## src/hdl/mvna_pkg.sv

```systemverilog
// ---------------------------------------------------------------------------
// Mesh vertex normal accumulator package
// Shared command codes, datapath operation codes and the control/status
// structures exchanged between the controller and the datapath.
// ---------------------------------------------------------------------------
`default_nettype none

package mvna_pkg;

    localparam int ADDR_W = 12;
    localparam int POS_W  = 20;
    localparam int NORM_W = 16;
    localparam int SUM_W  = 64;

    typedef logic [1:0] cmd_t;
    localparam cmd_t CMD_WRITE   = 2'd0;
    localparam cmd_t CMD_PUSH    = 2'd1;
    localparam cmd_t CMD_READ    = 2'd2;
    localparam cmd_t CMD_RESTART = 2'd3;

    typedef logic [4:0] dp_op_t;
    localparam dp_op_t OP_NOP       = 5'd0;
    localparam dp_op_t OP_CLR       = 5'd1;
    localparam dp_op_t OP_POS_WR    = 5'd2;
    localparam dp_op_t OP_RESTART   = 5'd3;
    localparam dp_op_t OP_STREAM    = 5'd4;
    localparam dp_op_t OP_POS_RD    = 5'd5;
    localparam dp_op_t OP_EDGE      = 5'd6;
    localparam dp_op_t OP_MUL       = 5'd7;
    localparam dp_op_t OP_SUM_RD    = 5'd8;
    localparam dp_op_t OP_SUM_ACC   = 5'd9;
    localparam dp_op_t OP_MAG       = 5'd10;
    localparam dp_op_t OP_SHIFT     = 5'd11;
    localparam dp_op_t OP_ZERO_RES  = 5'd12;
    localparam dp_op_t OP_SQ        = 5'd13;
    localparam dp_op_t OP_SQRT_INIT = 5'd14;
    localparam dp_op_t OP_SQRT_STEP = 5'd15;
    localparam dp_op_t OP_DIV_INIT  = 5'd16;
    localparam dp_op_t OP_DIV_STEP  = 5'd17;
    localparam dp_op_t OP_DIV_STORE = 5'd18;
    localparam dp_op_t OP_OUT_LOAD  = 5'd19;

    // Selector value that makes a sum read use the item's own address.
    localparam logic [2:0] SEL_ADDR = 3'd3;

    typedef struct packed {
        dp_op_t     op;
        logic [2:0] sel;
        logic       capture;
    } dp_cmd_t;

    typedef struct packed {
        cmd_t cmd;
        logic addr_ok;
        logic face_close;
        logic face_ok;
        logic clr_last;
        logic m_zero;
        logic big;
        logic sqrt_last;
    } dp_stat_t;

endpackage

`default_nettype wire

```

## src/hdl/mvna_ctrl.sv

```systemverilog
// ---------------------------------------------------------------------------
// Mesh vertex normal accumulator controller
// Sequences the datapath for vertex writes, face accumulation and normal
// reads, and owns the input and output handshakes.
// ---------------------------------------------------------------------------
`default_nettype none

module mvna_ctrl
    import mvna_pkg::*;
(
    input  wire logic     clk,
    input  wire logic     rst_n,
    input  wire logic     in_valid,
    output logic          in_ready,
    output logic          out_valid,
    input  wire logic     out_ready,
    input  wire dp_stat_t st,
    output dp_cmd_t       dcmd
);

    localparam logic [4:0] S_CLEAR    = 5'd0;
    localparam logic [4:0] S_IDLE     = 5'd1;
    localparam logic [4:0] S_DISPATCH = 5'd2;
    localparam logic [4:0] S_RDP      = 5'd3;
    localparam logic [4:0] S_RDWAIT   = 5'd4;
    localparam logic [4:0] S_EDGE     = 5'd5;
    localparam logic [4:0] S_MUL      = 5'd6;
    localparam logic [4:0] S_MDRAIN   = 5'd7;
    localparam logic [4:0] S_SRD      = 5'd8;
    localparam logic [4:0] S_SWR      = 5'd9;
    localparam logic [4:0] S_NMAG     = 5'd10;
    localparam logic [4:0] S_NCHK     = 5'd11;
    localparam logic [4:0] S_NSHIFT   = 5'd12;
    localparam logic [4:0] S_NSQ      = 5'd13;
    localparam logic [4:0] S_NSQDRAIN = 5'd14;
    localparam logic [4:0] S_SQINIT   = 5'd15;
    localparam logic [4:0] S_SQRT     = 5'd16;
    localparam logic [4:0] S_DIVI     = 5'd17;
    localparam logic [4:0] S_DIVS     = 5'd18;
    localparam logic [4:0] S_DIVW     = 5'd19;
    localparam logic [4:0] S_OUT      = 5'd20;

    logic [4:0] state_reg, state_next;
    logic [3:0] cnt_reg, cnt_next;
    logic [1:0] axis_reg, axis_next;
    logic       out_valid_reg, out_valid_next;

    always_ff @(posedge clk or negedge rst_n)
    begin
        if (!rst_n)
        begin
            state_reg     <= S_CLEAR;
            cnt_reg       <= '0;
            axis_reg      <= '0;
            out_valid_reg <= 1'b0;
        end
        else
        begin
            state_reg     <= state_next;
            cnt_reg       <= cnt_next;
            axis_reg      <= axis_next;
            out_valid_reg <= out_valid_next;
        end
    end

    assign out_valid = out_valid_reg;
    assign in_ready  = (state_reg == S_IDLE);

    always_comb
    begin
        state_next     = state_reg;
        cnt_next       = cnt_reg;
        axis_next      = axis_reg;
        out_valid_next = out_valid_reg && !out_ready;
        dcmd.op        = OP_NOP;
        dcmd.sel       = 3'd0;
        dcmd.capture   = 1'b0;

        unique case (state_reg)
            S_CLEAR:
            begin
                dcmd.op = OP_CLR;
                if (st.clr_last)
                    state_next = S_IDLE;
            end
            S_IDLE:
            begin
                dcmd.capture = in_valid;
                if (in_valid)
                    state_next = S_DISPATCH;
            end
            S_DISPATCH:
            begin
                cnt_next = '0;
                unique case (st.cmd)
                    CMD_WRITE:
                    begin
                        dcmd.op    = OP_POS_WR;
                        state_next = S_IDLE;
                    end
                    CMD_RESTART:
                    begin
                        dcmd.op    = OP_RESTART;
                        state_next = S_IDLE;
                    end
                    CMD_PUSH:
                    begin
                        dcmd.op    = OP_STREAM;
                        state_next = (st.face_close && st.face_ok) ? S_RDP : S_IDLE;
                    end
                    CMD_READ:
                    begin
                        if (st.addr_ok)
                        begin
                            dcmd.op    = OP_SUM_RD;
                            dcmd.sel   = SEL_ADDR;
                            state_next = S_NMAG;
                        end
                        else
                        begin
                            dcmd.op    = OP_ZERO_RES;
                            state_next = S_OUT;
                        end
                    end
                    default: state_next = S_IDLE;
                endcase
            end
            S_RDP:
            begin
                dcmd.op  = OP_POS_RD;
                dcmd.sel = cnt_reg[2:0];
                if (cnt_reg == 4'd2)
                    state_next = S_RDWAIT;
                else
                    cnt_next = cnt_reg + 4'd1;
            end
            S_RDWAIT: state_next = S_EDGE;
            S_EDGE:
            begin
                dcmd.op    = OP_EDGE;
                cnt_next   = '0;
                state_next = S_MUL;
            end
            S_MUL:
            begin
                dcmd.op  = OP_MUL;
                dcmd.sel = cnt_reg[2:0];
                if (cnt_reg == 4'd5)
                begin
                    cnt_next   = '0;
                    state_next = S_MDRAIN;
                end
                else
                    cnt_next = cnt_reg + 4'd1;
            end
            S_MDRAIN: state_next = S_SRD;
            S_SRD:
            begin
                dcmd.op    = OP_SUM_RD;
                dcmd.sel   = cnt_reg[2:0];
                state_next = S_SWR;
            end
            S_SWR:
            begin
                dcmd.op  = OP_SUM_ACC;
                dcmd.sel = cnt_reg[2:0];
                if (cnt_reg == 4'd2)
                    state_next = S_IDLE;
                else
                begin
                    cnt_next   = cnt_reg + 4'd1;
                    state_next = S_SRD;
                end
            end
            S_NMAG:
            begin
                dcmd.op    = OP_MAG;
                state_next = S_NCHK;
            end
            S_NCHK:
            begin
                if (st.m_zero)
                begin
                    dcmd.op    = OP_ZERO_RES;
                    state_next = S_OUT;
                end
                else
                    state_next = S_NSHIFT;
            end
            S_NSHIFT:
            begin
                cnt_next = '0;
                if (st.big)
                    dcmd.op = OP_SHIFT;
                else
                    state_next = S_NSQ;
            end
            S_NSQ:
            begin
                dcmd.op  = OP_SQ;
                dcmd.sel = cnt_reg[2:0];
                if (cnt_reg == 4'd2)
                    state_next = S_NSQDRAIN;
                else
                    cnt_next = cnt_reg + 4'd1;
            end
            S_NSQDRAIN: state_next = S_SQINIT;
            S_SQINIT:
            begin
                dcmd.op    = OP_SQRT_INIT;
                state_next = S_SQRT;
            end
            S_SQRT:
            begin
                dcmd.op   = OP_SQRT_STEP;
                axis_next = '0;
                if (st.sqrt_last)
                    state_next = S_DIVI;
            end
            S_DIVI:
            begin
                dcmd.op    = OP_DIV_INIT;
                dcmd.sel   = {1'b0, axis_reg};
                cnt_next   = '0;
                state_next = S_DIVS;
            end
            S_DIVS:
            begin
                dcmd.op = OP_DIV_STEP;
                if (cnt_reg == 4'd15)
                    state_next = S_DIVW;
                else
                    cnt_next = cnt_reg + 4'd1;
            end
            S_DIVW:
            begin
                dcmd.op  = OP_DIV_STORE;
                dcmd.sel = {1'b0, axis_reg};
                if (axis_reg == 2'd2)
                    state_next = S_OUT;
                else
                begin
                    axis_next  = axis_reg + 2'd1;
                    state_next = S_DIVI;
                end
            end
            S_OUT:
            begin
                // The previous result must be taken before this one replaces it.
                if (!out_valid_reg || out_ready)
                begin
                    dcmd.op        = OP_OUT_LOAD;
                    out_valid_next = 1'b1;
                    state_next     = S_IDLE;
                end
            end
            default: state_next = S_IDLE;
        endcase
    end

endmodule

`default_nettype wire

```

## config.mk

```make
export PLATFORM = sky130hd
export DESIGN_NAME = mvna_ctrl
export DESIGN_NICKNAME = d
export VERILOG_FILES = /design/src/hdl/mvna_pkg.sv /design/src/hdl/mvna_ctrl.sv
export SDC_FILE = /design/constraint.sdc
export NUM_CORES = 1
export LEC_CHECK = 0
export ABC_CLOCK_PERIOD_IN_PS = 5400
export BUFFER_PORTS_ARGS = -buffer_cell sky130_fd_sc_hd__buf_2
export CAP_MARGIN = 15
export CORE_MARGIN = 8
export CORE_UTILIZATION = 40
export DETAILED_ROUTE_END_ITERATION = 16
export GPL_ROUTABILITY_DRIVEN = 1
export GPL_TIMING_DRIVEN = 0
export HOLD_SLACK_MARGIN = 0.15
export SLEW_MARGIN = 30
export SYNTH_ARGS = -nofsm -noshare
export SYNTH_HDL_FRONTEND = slang
export SYNTH_SLANG_ARGS = --single-unit
```

## constraint.sdc

```tcl
create_clock -name clk -period 5.4 [get_ports clk]
set_input_delay 1.35 -clock clk [delete_from_list [all_inputs] [get_ports clk]]
set_output_delay 1.35 -clock clk [all_outputs]
set_load 0.005 [all_outputs]
```

==> results.toml <==
[outcome]
status = "finished clean"

[job]
cap_violations = 0

[finish]
fin_nets = 247
final_cell_mix = "buf_2 (28), nor2_1 (23), nand2_1 (12), dfrtp_1 (12), o21ai_0 (10)"
syn_to_final_growth_pct = 14.4
final_cells = 275
drive_gt1_share_pct = 25.8
largest_reg_flops = 5
final_common_cell = "buf_2"
insertedDiodeCount = 0

[timing]
fin_skew_ps = 4.36
setup_viol = 0
rsz0062_at_grt = "false"
final_max_slew_viol_count = 0
period_needed_ps = 3890
finalHoldViolCount = 0
max_freq_ghz = 0.257
fin_setup_tns_ps = 0
finalCritPeriodShare_pct = 72.0
slew-limit-headroom_pct = 46.4
tightest_slew_ps = 802

[power]
ir_worst_vdd_mv = 0.254
p_leak_nw = 0.873
p_per_area_nw_per_um2 = 644

[placed_design]
dp.cells = 271
io_buffers = 23
gp_congestion = 0.927
hpwl_mm = 3.83

[yosys]
synth_edf_count = 0
synth_async_sr_flop_share_pct = 100
yosysTopAreaCellShare_pct = 18.6
yosysWarnings = 0
synth_area_leaders = "dfrtp_1 (19%), ha_1 (6.2%), nor2_1 (5.3%), buf_6 (3.5%), o21ai_0 (3.1%)"
synth_cell_types = 70
synth_seq_cells = 12
synthesis.nets = 219
ys.flop_type = "dfrtp_1"
syn_area_um2 = 1620
syn_avg_cell_area_um2 = 8.17
ys_seq_area_share_pct = 18.6
synth_cells = 198
yosys.area.top_type = "dfrtp_1"

[grt]
gr-usage-all-layers_pct = 15.9
antenna_found_initial = 0
grt_pass1_vias = 1670
overflow = 0
grt_pass1_wl_mm = 7.98
grt_max_degree = 13

[detailed_routing]
firstDrtPassIters = 4
drc_errors = 0
finalWirelength_mm = 4.87
routed-via-count = 1672
via_per_inst = 6.08
drtIter0Drc = 212
post_drt_wl_per_cell_um = 17.7
antenna_left = 0

[clocking]
clkTransAtPathRegs_ps = 50
cts_sinks = 12
cts_tree = "done"
clk_latency_ps = 240
cts_root_buf = "clkbuf_8"
hold_buffers = 0
cts_buffer_depth = 2
numCtsBuffers = 3
h-tree-depth = 1
post_cts_buffers = 0
cts_resized = 0

[setup_path]
cp-start-kind = "input port"
critPathKind = "input port to output port"
cp-end-kind = "output port"
crit_path_max_fanout = 4
required_ps = 4050
r2r_slack_ps = 3240
arrival_ps = 2540

[floorplan]
coreArea_um2 = 3940
initial_core_util_pct = 41.0
dieArea_um2 = 6340
fp.dieH_um = 79.6
num_rows = 23
ioPinCount = 24
die_x_um = 79.6

[min_path]
hold_path_class = "flop to flop"
metrics by stage:
step	instance area [µm²]	hold WS [ps]	util [%]	total power, W	worst slack [ps]
finish	1850	562	46.9	0.00119	1510
global route	1850	589	46.9	0.00129	1420
global placement	1800	546	45.5	0.00109	1510
floorplan	1620	497	-	0.000847	1800
detailed placement	1800	560	45.5	0.00109	1510
CTS	1850	572	46.9	0.00119	1510
worst paths after layout:
path | start | endpoint | depth (start not counted)
worst max-delay path | st[7] | dcmd[6] | 8
worst min-delay path | axis_reg[0] | axis_reg[0] | 1
worst max register to register | cnt_reg[0] | state_reg[4] | 7
worst min register to register | axis_reg[0] | axis_reg[0] | 1
max in group asynchronous | rst_n | state_reg[0] | 1
min in group asynchronous | rst_n | cnt_reg[2] | 1
synthesized netlist by cell type, types with 2 or more instances:
cell	count
nor2_1	23
dfrtp_1	12
nand2_1	12
o21ai_0	10
inv_1	9
ha_1	8
a21oi_1	6
buf_2	5
buf_6	5
nand3_1	5
nor2b_1	5
a221o_1	4
a22o_1	4
and2_1	4
nand2b_1	4
xor2_1	4
a32oi_1	3
and2b_1	3
and3_1	3
nor3_1	3
nor3b_1	3
o2bb2ai_1	3
a22oi_1	2
a31oi_1	2
and2b_2	2
and4b_2	2
buf_4	2
mux2i_1	2
nand4_1	2
nor3_2	2
o211ai_1	2
o21a_1	2
o21ai_1	2
or3_1	2
report_power, final:
part | internal, W | switching (W) | leakage (nW)
clock | 0.0000643 | 0.0000319 | 0.0288
combinational | 0.000399 | 0.000511 | 0.703
sequential | 0.000133 | 0.0000529 | 0.141
kinds of logic after synthesis:
family	Yosys count	share of synthesized area, %
compound gates	58	28.0
xor+xnor	5	2.71
fa+ha+maj	8	6.19
buf+inv	23	8.74
flops	12	18.6
mux	5	3.56
simple gates	87	32.2
per-layer routing:
metal / part of all wire, % / wire [µm] / track usage, %
met3: 6.9 / 336 / 3.27
met1: 43 / 2120 / 20.0
met4: 1.8 / 87 / 5.00
met5: 0 / 0 / 0
met2: 48 / 2330 / 26.2
final cells by class:
type	count	area, µm²
buffer	14	108
inverter	9	33.8
tap	50	62.6
clock buffer	4	55.1
timing repair buffer	23	115
multi-input combinational	163	1180
sequential	12	300
fill	394	2090
worst max-delay path, cell delays in order:
cell and delay [ps]:
buf_2 110, inv_1 60, ha_1 200, and3_1 160, and2b_1 190, a211oi_1 240, o21ai_1 90, buf_2 130
Note: power is estimated with default switching activity, not from simulation.
